<file path="config.mk">
export PLATFORM = sky130hd
export DESIGN_NAME = morse_timing_decoder_core
export DESIGN_NICKNAME = d
export VERILOG_FILES = /design/src/rtl/mtd_pkg.sv /design/src/rtl/mtd_symbol_lookup.sv /design/src/rtl/mtd_step.sv /design/src/rtl/mtd_burst_queue.sv /design/src/rtl/morse_timing_decoder_core.sv
export SDC_FILE = /design/constraint.sdc
export NUM_CORES = 1
export LEC_CHECK = 0
export BUFFER_PORTS_ARGS = -buffer_cell sky130_fd_sc_hd__buf_4
export CORE_ASPECT_RATIO = 2
export CORE_MARGIN = 3
export CORE_UTILIZATION = 25
export CTS_CLUSTER_DIAMETER = 80
export DETAILED_ROUTE_END_ITERATION = 10
export HOLD_SLACK_MARGIN = 0.12
export PLACE_DENSITY_LB_ADDON = 0.25
export RECOVER_POWER = 25
export SLEW_MARGIN = 25
export SYNTH_ARGS = -nofsm -noshare
export SYNTH_HDL_FRONTEND = slang
export SYNTH_SLANG_ARGS = --single-unit
</file>
<file path="constraint.sdc">
create_clock -name i_clk -period 4.1 [get_ports i_clk]
set_input_delay 0.82 -clock i_clk [delete_from_list [all_inputs] [get_ports i_clk]]
set_output_delay 0.82 -clock i_clk [all_outputs]
set_load 0.05 [all_outputs]
</file>
<file path="src/rtl/mtd_pkg.sv">
// ----------------------------------------------------------------------------
// mtd_pkg
// shared types, codes and letter tables of the morse timing decoder
// ----------------------------------------------------------------------------
`default_nettype none

package mtd_pkg;

    localparam int MAX_SYMBOL_LEN_DEF = 4;
    localparam int QUEUE_DEPTH_DEF    = 4;
    localparam int BURST_MAX          = 4;
    localparam int NUM_LETTERS        = 26;

    localparam int RUN_W = 4;
    localparam logic [RUN_W-1:0] RUN_SAT = 4'hF;

    // result kinds
    localparam logic [1:0] KIND_LETTER  = 2'd0;
    localparam logic [1:0] KIND_SPACE   = 2'd1;
    localparam logic [1:0] KIND_NEWLINE = 2'd2;
    localparam logic [1:0] KIND_UNRECOG = 2'd3;

    // configuration register indexes
    localparam logic [1:0] CFG_DOT_UNITS        = 2'd0;
    localparam logic [1:0] CFG_DASH_UNITS       = 2'd1;
    localparam logic [1:0] CFG_LETTER_GAP_UNITS = 2'd2;
    localparam logic [1:0] CFG_WORD_GAP_UNITS   = 2'd3;

    localparam logic [3:0] DOT_UNITS_RST        = 4'd1;
    localparam logic [3:0] DASH_UNITS_RST       = 4'd3;
    localparam logic [3:0] LETTER_GAP_UNITS_RST = 4'd3;
    localparam logic [3:0] WORD_GAP_UNITS_RST   = 4'd7;

    // element patterns, dot 0 dash 1, first element in bit 0
    localparam logic [3:0] LETTER_BITS [NUM_LETTERS] = '{
        4'd2, 4'd1, 4'd5, 4'd1, 4'd0, 4'd4, 4'd3, 4'd0, 4'd0, 4'd14, 4'd5, 4'd2, 4'd3,
        4'd1, 4'd7, 4'd6, 4'd11, 4'd2, 4'd0, 4'd1, 4'd4, 4'd8, 4'd6, 4'd9, 4'd13, 4'd3
    };
    localparam logic [2:0] LETTER_LEN [NUM_LETTERS] = '{
        3'd2, 3'd4, 3'd4, 3'd3, 3'd1, 3'd4, 3'd3, 3'd4, 3'd2, 3'd4, 3'd3, 3'd4, 3'd2,
        3'd2, 3'd3, 3'd4, 3'd4, 3'd3, 3'd3, 3'd1, 3'd3, 3'd4, 3'd3, 3'd4, 3'd4, 3'd4
    };

    typedef struct packed {
        logic mark;
        logic end_of_line;
    } t_in;

    typedef struct packed {
        logic [1:0] kind;
        logic [4:0] letter;
        logic [3:0] symbol_pattern;
        logic [2:0] symbol_count;
        logic       last_result;
    } t_out;

    // all results caused by one input unit
    typedef struct packed {
        logic [2:0]             count;
        t_out [BURST_MAX-1:0]   res;
    } t_burst;

endpackage

`default_nettype wire

</file>
<file path="src/rtl/mtd_symbol_lookup.sv">
// ----------------------------------------------------------------------------
// mtd_symbol_lookup
// maps a collected symbol to a letter result or an unrecognised result
// ----------------------------------------------------------------------------
`default_nettype none

module mtd_symbol_lookup #(
    parameter int MAX_SYMBOL_LEN = mtd_pkg::MAX_SYMBOL_LEN_DEF
) (
    input  logic [MAX_SYMBOL_LEN-1:0]               i_bits,
    input  logic [$clog2(MAX_SYMBOL_LEN+2)-1:0]     i_len,
    output mtd_pkg::t_out                           o_res
);
    import mtd_pkg::*;

    localparam int LEN_W = $clog2(MAX_SYMBOL_LEN + 2);

    logic       found;
    logic [4:0] idx;

    // independent compares, lowest index wins
    always_comb begin
        found = 1'b0;
        idx   = '0;
        for (int i = NUM_LETTERS - 1; i >= 0; i--) begin
            if (i_len == LEN_W'(LETTER_LEN[i]) &&
                i_bits == MAX_SYMBOL_LEN'(LETTER_BITS[i])) begin
                found = 1'b1;
                idx   = 5'(i);
            end
        end
    end

    always_comb begin
        o_res.kind           = found ? KIND_LETTER : KIND_UNRECOG;
        o_res.letter         = found ? idx : 5'd0;
        o_res.symbol_pattern = i_bits[3:0];
        o_res.symbol_count   = 3'(i_len);
        o_res.last_result    = 1'b0;
    end

endmodule

`default_nettype wire

</file>
<file path="src/rtl/mtd_step.sv">
// ----------------------------------------------------------------------------
// mtd_step
// run and symbol state, and the result burst of one signal unit
// ----------------------------------------------------------------------------
`default_nettype none

module mtd_step #(
    parameter int MAX_SYMBOL_LEN = mtd_pkg::MAX_SYMBOL_LEN_DEF
) (
    input  logic            i_clk,
    input  logic            i_rst_n,
    input  logic            i_accept,
    input  mtd_pkg::t_in    i_in,
    input  logic [3:0]      i_dot_units,
    input  logic [3:0]      i_dash_units,
    input  logic [3:0]      i_letter_gap_units,
    input  logic [3:0]      i_word_gap_units,
    output mtd_pkg::t_burst o_burst
);
    import mtd_pkg::*;

    localparam int LEN_W = $clog2(MAX_SYMBOL_LEN + 2);
    localparam logic [LEN_W-1:0] LEN_MAX = LEN_W'(MAX_SYMBOL_LEN);
    localparam logic [LEN_W-1:0] LEN_OVF = LEN_W'(MAX_SYMBOL_LEN + 1);

    logic [RUN_W-1:0]          r_mark_run, n_mark_run;
    logic [RUN_W-1:0]          r_gap_run,  n_gap_run;
    logic [MAX_SYMBOL_LEN-1:0] r_sym_bits, n_sym_bits;
    logic [LEN_W-1:0]          r_sym_len,  n_sym_len;

    logic [RUN_W-1:0]          mark_inc;
    logic                      word_hit, letter_hit;
    logic [MAX_SYMBOL_LEN-1:0] mid_bits, closed_bits;
    logic [LEN_W-1:0]          mid_len,  closed_len;
    logic [RUN_W-1:0]          close_run;
    logic                      is_dot, is_dash, add_elem;
    t_out                      res_old, res_closed;

    assign mark_inc = i_in.mark ? ((r_mark_run == RUN_SAT) ? r_mark_run
                                                           : r_mark_run + 4'd1)
                                : '0;

    assign word_hit   = i_in.mark && r_gap_run != '0 && r_gap_run == i_word_gap_units;
    assign letter_hit = i_in.mark && !word_hit && r_gap_run != '0 &&
                        r_gap_run == i_letter_gap_units;

    // symbol after a gap-ended emission
    assign mid_bits = (word_hit || letter_hit) ? '0 : r_sym_bits;
    assign mid_len  = (word_hit || letter_hit) ? '0 : r_sym_len;

    // a gap unit or the end of line closes the mark run
    assign close_run = i_in.mark ? mark_inc : r_mark_run;
    assign is_dot    = close_run != '0 && close_run == i_dot_units;
    assign is_dash   = !is_dot && close_run != '0 && close_run == i_dash_units;
    assign add_elem  = (!i_in.mark || i_in.end_of_line) && (is_dot || is_dash);

    always_comb begin
        closed_bits = mid_bits;
        closed_len  = mid_len;
        if (add_elem) begin
            if (mid_len < LEN_MAX) begin
                closed_bits = mid_bits |
                    ({{(MAX_SYMBOL_LEN-1){1'b0}}, is_dash} << mid_len);
                closed_len  = mid_len + 1'b1;
            end else begin
                closed_len  = LEN_OVF;
            end
        end
    end

    mtd_symbol_lookup #(
        .MAX_SYMBOL_LEN (MAX_SYMBOL_LEN)
    ) u_lookup_old (
        .i_bits (r_sym_bits),
        .i_len  (r_sym_len),
        .o_res  (res_old)
    );

    mtd_symbol_lookup #(
        .MAX_SYMBOL_LEN (MAX_SYMBOL_LEN)
    ) u_lookup_closed (
        .i_bits (closed_bits),
        .i_len  (closed_len),
        .o_res  (res_closed)
    );

    // burst in emission order
    always_comb begin
        t_burst b;
        t_out   blank;
        blank = '0;
        b     = '0;
        if (word_hit || letter_hit) begin
            b.res[b.count[1:0]] = res_old;
            b.count = b.count + 3'd1;
        end
        if (word_hit) begin
            b.res[b.count[1:0]]      = blank;
            b.res[b.count[1:0]].kind = KIND_SPACE;
            b.count = b.count + 3'd1;
        end
        if (i_in.end_of_line) begin
            b.res[b.count[1:0]] = res_closed;
            b.count = b.count + 3'd1;
            b.res[b.count[1:0]]      = blank;
            b.res[b.count[1:0]].kind = KIND_NEWLINE;
            b.count = b.count + 3'd1;
        end
        if (b.count != 3'd0) begin
            b.res[2'(b.count - 3'd1)].last_result = 1'b1;
        end
        o_burst = b;
    end

    always_comb begin
        if (i_in.end_of_line) begin
            n_mark_run = '0;
            n_gap_run  = '0;
            n_sym_bits = '0;
            n_sym_len  = '0;
        end else begin
            n_mark_run = mark_inc;
            n_gap_run  = i_in.mark ? '0 : ((r_gap_run == RUN_SAT) ? r_gap_run
                                                                  : r_gap_run + 4'd1);
            n_sym_bits = closed_bits;
            n_sym_len  = closed_len;
        end
    end

    always_ff @(posedge i_clk) begin
        if (!i_rst_n) begin
            r_mark_run <= '0;
            r_gap_run  <= '0;
            r_sym_bits <= '0;
            r_sym_len  <= '0;
        end else if (i_accept) begin
            r_mark_run <= n_mark_run;
            r_gap_run  <= n_gap_run;
            r_sym_bits <= n_sym_bits;
            r_sym_len  <= n_sym_len;
        end
    end

endmodule

`default_nettype wire

</file>
<file path="src/rtl/mtd_burst_queue.sv">
// ----------------------------------------------------------------------------
// mtd_burst_queue
// holds result bursts and hands out their results one transfer at a time
// ----------------------------------------------------------------------------
`default_nettype none

module mtd_burst_queue #(
    parameter int QUEUE_DEPTH = mtd_pkg::QUEUE_DEPTH_DEF
) (
    input  logic            i_clk,
    input  logic            i_rst_n,
    input  logic            i_push,
    input  mtd_pkg::t_burst i_burst,
    output logic            o_full,
    output logic            o_out_valid,
    input  logic            i_out_ready,
    output mtd_pkg::t_out   o_out
);
    import mtd_pkg::*;

    localparam int PTR_W = $clog2(QUEUE_DEPTH);
    localparam int CNT_W = $clog2(QUEUE_DEPTH + 1);
    localparam logic [PTR_W-1:0] PTR_LAST = PTR_W'(QUEUE_DEPTH - 1);
    localparam logic [CNT_W-1:0] CNT_FULL = CNT_W'(QUEUE_DEPTH);

    t_burst           r_slot [QUEUE_DEPTH];
    logic [PTR_W-1:0] r_wr_ptr, r_rd_ptr;
    logic [CNT_W-1:0] r_count;
    logic [1:0]       r_sel;
    t_burst           head;
    logic             pop, pop_last;

    assign head        = r_slot[r_rd_ptr];
    assign o_out       = head.res[r_sel];
    assign o_out_valid = r_count != '0;
    assign o_full      = r_count == CNT_FULL;
    assign pop         = o_out_valid && i_out_ready;
    assign pop_last    = pop && o_out.last_result;

    always_ff @(posedge i_clk) begin
        if (i_push) begin
            r_slot[r_wr_ptr] <= i_burst;
        end
    end

    always_ff @(posedge i_clk) begin
        if (!i_rst_n) begin
            r_wr_ptr <= '0;
            r_rd_ptr <= '0;
            r_count  <= '0;
            r_sel    <= '0;
        end else begin
            if (i_push) begin
                r_wr_ptr <= (r_wr_ptr == PTR_LAST) ? '0 : r_wr_ptr + 1'b1;
            end
            if (pop_last) begin
                r_rd_ptr <= (r_rd_ptr == PTR_LAST) ? '0 : r_rd_ptr + 1'b1;
                r_sel    <= '0;
            end else if (pop) begin
                r_sel    <= r_sel + 2'd1;
            end
            if (i_push && !pop_last) begin
                r_count <= r_count + 1'b1;
            end else if (!i_push && pop_last) begin
                r_count <= r_count - 1'b1;
            end
        end
    end

endmodule

`default_nettype wire

</file>
<file path="src/rtl/morse_timing_decoder_core.sv">
// ----------------------------------------------------------------------------
// morse_timing_decoder_core
// decodes a sampled morse signal, one time unit per transfer, into letters,
// spaces and newlines
// ----------------------------------------------------------------------------
//
//  channel   direction  handshake                      payload
//  in        input      i_in_valid / o_in_ready        i_in  (mark, end_of_line)
//  out       output     o_out_valid / i_out_ready      o_out (kind .. last_result)
//  cfg       input      i_cfg_we (no back-pressure)    i_cfg_index, i_cfg_data
//
//  one signal unit is taken per clock while the queue has room; its zero to four
//  results are queued the cycle after the transfer and leave one per ready cycle
//  o_in_ready falls only when QUEUE_DEPTH bursts of results are waiting
//  synchronous active-low reset restores the default timings and clears
//  the run counters, the open symbol and the result queue
//  stalls on the out side hold the shown result; the in side keeps going
//  until the queue is full
//
`default_nettype none

module morse_timing_decoder_core #(
    parameter int MAX_SYMBOL_LEN = mtd_pkg::MAX_SYMBOL_LEN_DEF,
    parameter int QUEUE_DEPTH    = mtd_pkg::QUEUE_DEPTH_DEF
) (
    input  logic          i_clk,
    input  logic          i_rst_n,
    // signal units in
    input  logic          i_in_valid,
    output logic          o_in_ready,
    input  mtd_pkg::t_in  i_in,
    // decoded results out
    output logic          o_out_valid,
    input  logic          i_out_ready,
    output mtd_pkg::t_out o_out,
    // timing registers
    input  logic          i_cfg_we,
    input  logic [1:0]    i_cfg_index,
    input  logic [3:0]    i_cfg_data
);
    import mtd_pkg::*;

    // timing registers, the user writes only while the decoder is quiet; unchecked
    logic [3:0] r_dot_units;
    logic [3:0] r_dash_units;
    logic [3:0] r_letter_gap_units;
    logic [3:0] r_word_gap_units;

    logic   queue_full;
    logic   in_xfer;
    t_burst burst;

    always_ff @(posedge i_clk) begin
        if (!i_rst_n) begin
            r_dot_units        <= DOT_UNITS_RST;
            r_dash_units       <= DASH_UNITS_RST;
            r_letter_gap_units <= LETTER_GAP_UNITS_RST;
            r_word_gap_units   <= WORD_GAP_UNITS_RST;
        end else if (i_cfg_we) begin
            unique case (i_cfg_index)
                CFG_DOT_UNITS:        r_dot_units        <= i_cfg_data;
                CFG_DASH_UNITS:       r_dash_units       <= i_cfg_data;
                CFG_LETTER_GAP_UNITS: r_letter_gap_units <= i_cfg_data;
                CFG_WORD_GAP_UNITS:   r_word_gap_units   <= i_cfg_data;
                default:              r_dot_units        <= r_dot_units;
            endcase
        end
    end

    // a unit is taken whenever a slot for its burst is free
    assign o_in_ready = !queue_full;
    assign in_xfer    = i_in_valid && o_in_ready;

    // run counting, element collection and the result burst of this unit
    mtd_step #(
        .MAX_SYMBOL_LEN (MAX_SYMBOL_LEN)
    ) u_step (
        .i_clk              (i_clk),
        .i_rst_n            (i_rst_n),
        .i_accept           (in_xfer),
        .i_in               (i_in),
        .i_dot_units        (r_dot_units),
        .i_dash_units       (r_dash_units),
        .i_letter_gap_units (r_letter_gap_units),
        .i_word_gap_units   (r_word_gap_units),
        .o_burst            (burst)
    );

    // bursts with no result are not queued
    mtd_burst_queue #(
        .QUEUE_DEPTH (QUEUE_DEPTH)
    ) u_queue (
        .i_clk       (i_clk),
        .i_rst_n     (i_rst_n),
        .i_push      (in_xfer && burst.count != 3'd0),
        .i_burst     (burst),
        .o_full      (queue_full),
        .o_out_valid (o_out_valid),
        .i_out_ready (i_out_ready),
        .o_out       (o_out)
    );

endmodule

`default_nettype wire

</file>
# Yosys cells after proc, flatten, opt, wreduce, memory -nomap -nowiden
# Memory sizes are Yosys's and may differ from the RTL's. A register that Yosys moved wholly into a read port is not among the register bits.
# Cells that the tools add are included.
# word_totals
register_bits,40
ram_bits,252
input_bits,13
output_inout_bits,17
wordCells,335
n_memories,1
# memory_table
name,depth,word_bits,rd,rd_clocked_by_memory_dff,wr,line_no,source
u_queue.r_slot,4,63,1,1,1,mtd_burst_queue.sv:26,t_burst r_slot [QUEUE_DEPTH];
# op_classes
n_addsub,12
order_cmp,10
n_eq_ne,45
shift,1
n_mux,154
bitwise_logic,6
n_reduce_logical,94
# ops
op,count
$mux 5,54
$bwmux 60,4
$demux 15 s2,6
$mux 63,2
$not 60->60,2
$mux 15,7
$logic_and 1x1->1,71
$and 15x60->60,1
$and 60x60->60,1
$mux 60,1
$mux 1,56
$eq 4x4->1 const B,12
$mux 4,11
$eq 4x3->1 const B,8
$bmux 15 s2,1
$mux 3,6
$eq 4x2->1 const B,4
$eq 4x4->1,4
$add 3x1->3 const B,4
$eq 3x2->1 const B,4
$lt 2x3->1 const B,4
$mux 2,6
$reduce_and 2->1,5
$eq 3x3->1 const B,3
25 further kinds,45

# Longest topological paths before layout
# logic_depth
word_depth,53
ltp_mapped,18
depth_no_buf,16

# Modules after synthesis
# A second synthesis with hierarchy kept.
# unflattened
cells_unflattened,917
area_unflattened_um2,13452.9
# by_module_without_submodules
mod,instances,cells_each,area_each_um2,seq_area_each_um2
mtd_burst_queue,1,404,9675.5,7427.1
mtd_step,1,286,1926.8,300.3
mtd_symbol_lookup,2,82,598.1,0.0
morse_timing_decoder_core,1,63,654.4,320.3

# Least setup slack after synthesis
# No wires, ideal clock.
# synth_timing
path_kind,register to register
startpoint,register u_step.r_gap_run[0]
endpoint,memory u_queue.r_slot[0][44] (netlist bit) (data pin)
setup_time_ps,297
t_arrival_ps,3800
required_time_ps,3803
slack_ps,4
stages_incl_launch_ff,19
n_path_buf,2
synth_period_minus_slack_ps,4096
cell_sequence,dfxtp_1 -> clkbuf_1 -> inv_1 -> ha_1 -> inv_1 -> o31ai_1 -> a21o_1 -> clkbuf_1 -> nand2_1 -> inv_1 -> ha_1 -> inv_1 -> nor4_1 -> or3b_4 -> a21oi_4 -> or4b_1 -> and3_1 -> nand4_2 -> o21ai_0
# synth_rtl
element,line_no,source
from (decl),mtd_step.sv:27,"logic [RUN_W-1:0] r_gap_run, n_gap_run;"
from (signal assigned),mtd_step.sv:138,r_gap_run <= n_gap_run;
to (decl),mtd_burst_queue.sv:26,

==> results.cfg <==
[clock_tree]
tritoncts = built
cts_made_buffers = 25
clk_latency_ns = 0.53
clkTransAtPathRegs_ns = 0.07
cts_hold_buffers = 0
cts_num_sinks = 278
cts_htree_levels = 1
ctsLongestPathBuffers = 3
cts.root.buffer_cell = clkbuf_16

[timing]
fmax_ghz = 0.257
worstMarginPinSlew_ns = 1.20
slew_headroom_pct = 20.2
fin_ws_ns = 0.215
setup_tns_ns = 0
finalSetupViolCount = 0
min_period_ns = 3.88
fin_crit_sh_pct = 94.7
finalMaxSlewViolations = 0
rsz0062_at_grt = no
hold_viol_final = 0
skew_ns = 0.00903

[job]
drv_cap = 0

[logic_synthesis]
synthArstFlopShare_pct = 0
synth_edf_count = 236
synth_area_sq_mm = 0.0126
syn_area_per_cell_sq_um = 15.2
synth_common_cells = 236 x edfxtp_1, 73 x mux4_2, 57 x nor2_1
syn_inst = 830
ys_warn_count = 0
ys_seq_area_share_pct = 62.8
yosysUniqueCellTypes = 79
ys_seq_elements = 278
synthTopCellsByArea = edfxtp_1 56%, mux4_2 13%, dfxtp_1 6.7%
synth_most_common_cell = edfxtp_1
synth_top_area_cell = edfxtp_1
yosysTopAreaCellShare_pct = 56.1
synthFlopType = edfxtp_1

[placement]
dp_slack_ns = -0.393
routabilityCongestion = 0.908
post_dp_cell_area_sq_mm = 0.0147
port_buffers = 29
dp_hpwl_um = 22400

[status]
status = complete, no violations

[routing]
viasPerCell = 4.55
vias = 7733
wirelength_um = 32100
ant_nets = 0
drtPass1Iterations = 5
drc = 0
wire_per_inst_um = 18.9
drtIter0Drc = 378

[floorplanning]
die_x_um = 165
start_util_pct = 25.5
rows = 115
core_sq_mm = 0.0495
die_h_um = 324
io_pins = 30
die_area_sq_mm = 0.0534

[cells_and_area]
antenna_cells = 0
design_area_sq_mm = 0.0156
drive_gt1_share_pct = 26.9
area_delta_synth_final_pct = 23.9
fin_nets = 1065

[critical_path]
required_ns = 4.38
crit_fanout = 8
start_kind = register
critPathArrivalTime_ns = 4.16
worstSetupPathType = reg2reg
worst_setup_path_end_kind = register

[grt]
grt_pass1_vias = 8495
grt_max_degree = 50
grtUsageTotal_pct = 12.3
grt_remaining_overflow = 0
antenna_found_initial = 0
grt_pass1_wl_um = 50000

[power]
leakagePower_nw = 5.38
p_per_area_mw_per_mm2 = 465
max-vdd-ir-drop_v = 0.000215
total_power_mw = 7.27

[min_path]
hold_path_class = reg2reg
==> state kept, by name, indices dropped and copies added (netlist names), 3 cells and up, named ones only <==
register and count:
u_queue.r_slot 236, r_dash_units 4, r_dot_units 4, r_letter_gap_units 4
r_word_gap_units 4, u_step.r_gap_run 4, u_step.r_mark_run 4, u_step.r_sym_bits 4
u_queue.r_count 3, u_step.r_sym_len 3
==> metal layers <==
| layer | vias to the layer above | track usage (%) | routed length (um) | part of all wire, % |
|---|---|---|---|---|
| met5 | - | 0 | 0 | 0 |
| met4 | 0 | 4.72 | 1130 | 3.5 |
| met3 | 63 | 1.46 | 970 | 3.0 |
| met2 | 158 | 25.1 | 18800 | 59 |
| met1 | 3887 | 12.3 | 11200 | 35 |
| li1 | 3625 | - | - | - |
==> what timing repair did <==
item | 4_1_cts | 5_1_grt
pin swaps | 1 | 7
resized for setup | 1 | 23
endpoints found under the setup margin | 20 | 64
buffers inserted | 3 | 2
==> path summary, 6_finish.rpt <==
check,from,slack (ns),to,depth (start not counted)
max,u_step.r_mark_run[0]$_SDFFE_PN0P_,0.22,u_queue.r_slot[0][29]$_DFFE_PP_,15
min,r_word_gap_units[1]$_SDFFE_PN1P_,0.50,r_word_gap_units[1]$_SDFFE_PN1P_,2
max reg2reg,u_step.r_mark_run[0]$_SDFFE_PN0P_,0.22,u_queue.r_slot[0][29]$_DFFE_PP_,15
min reg2reg,r_word_gap_units[1]$_SDFFE_PN1P_,0.50,r_word_gap_units[1]$_SDFFE_PN1P_,2
==> kinds of logic (layout without fill, tap and decap cells) <==
kind of cell    count (synthesis)  count (layout)  share of synthesized area, %
flops                         278             278                          62.8
compound gates                123             123                          7.16
fa+ha+maj                      12              12                          1.25
other cells                     1              84                        0.0297
mux                           104             104                          15.5
xor+xnor                       24              24                          1.72
buf+inv                        62             207                          1.93
simple gates                  226             226                          9.56
==> final cells by class <==
type / instances / area, sq um
fill: 4993 / 33900
multi-input combinational: 573 / 4840
inverter: 16 / 60.1
clock buffer: 30 / 654
sequential: 278 / 7940
tap: 643 / 805
timing repair buffer: 146 / 1150
clock inverter: 15 / 184
==> power breakdown <==
part / total (mW) / switching [mW] / internal, mW / leakage (nW)
combinational: 1.56 / 0.893 / 0.669 / 2.40
sequential: 3.28 / 0.0787 / 3.20 / 2.58
clock: 2.43 / 1.03 / 1.39 / 0.397
total: 7.27 / 2.01 / 5.26 / 5.38
==> per-stage QoR <==
step	std cells	hold slack, ns	util, %
3_3_place_gp	1651	0.481	29.7
4_1_cts	1699	0.510	31.5
2_1_floorplan	913	0.463	-
3_5_place_dp	1651	0.493	29.7
6_report	1701	0.501	31.6
5_1_grt	1701	0.553	31.6
==> placed cells by master (no fill, tap or decap), drive strengths merged, types with 4 or more instances in the layout <==
master,count
o22ai,8
bufinv,4
a21oi,20
clkbuf,39
buf,137
edfxtp,236
mux4,73
nor2,57
conb,84
a22oi,7
o211ai,4
or3,4
a21boi,5
nor4,4
ha,11
mux2i,28
xor2,8
nor3,20
a211oi,4
nor2b,29
o21ai,28
clkinv,7
nand2,44
nand4,12
nand2b,10
nand3,17
o31ai,8
dfxtp,42
and3,4
inv,17
xnor2,16
a31oi,7
and2,8
nor3b,5
==> critical path: stages (launching register included) <==
cell,delay [ns]
dfxtp_1,0.32
ha_2,0.23
and3b_1,0.24
a21oi_2,0.24
xor2_1,0.14
o41a_1,0.55
buf_4,0.20
or4_1,0.50
a22oi_1,0.18
buf_4,0.16
nor3b_2,0.23
a211oi_1,0.13
nand4_2,0.12
buf_6,0.14
o21ai_0,0.08
buf_4,0.17
(Power assumes the default switching activity.)
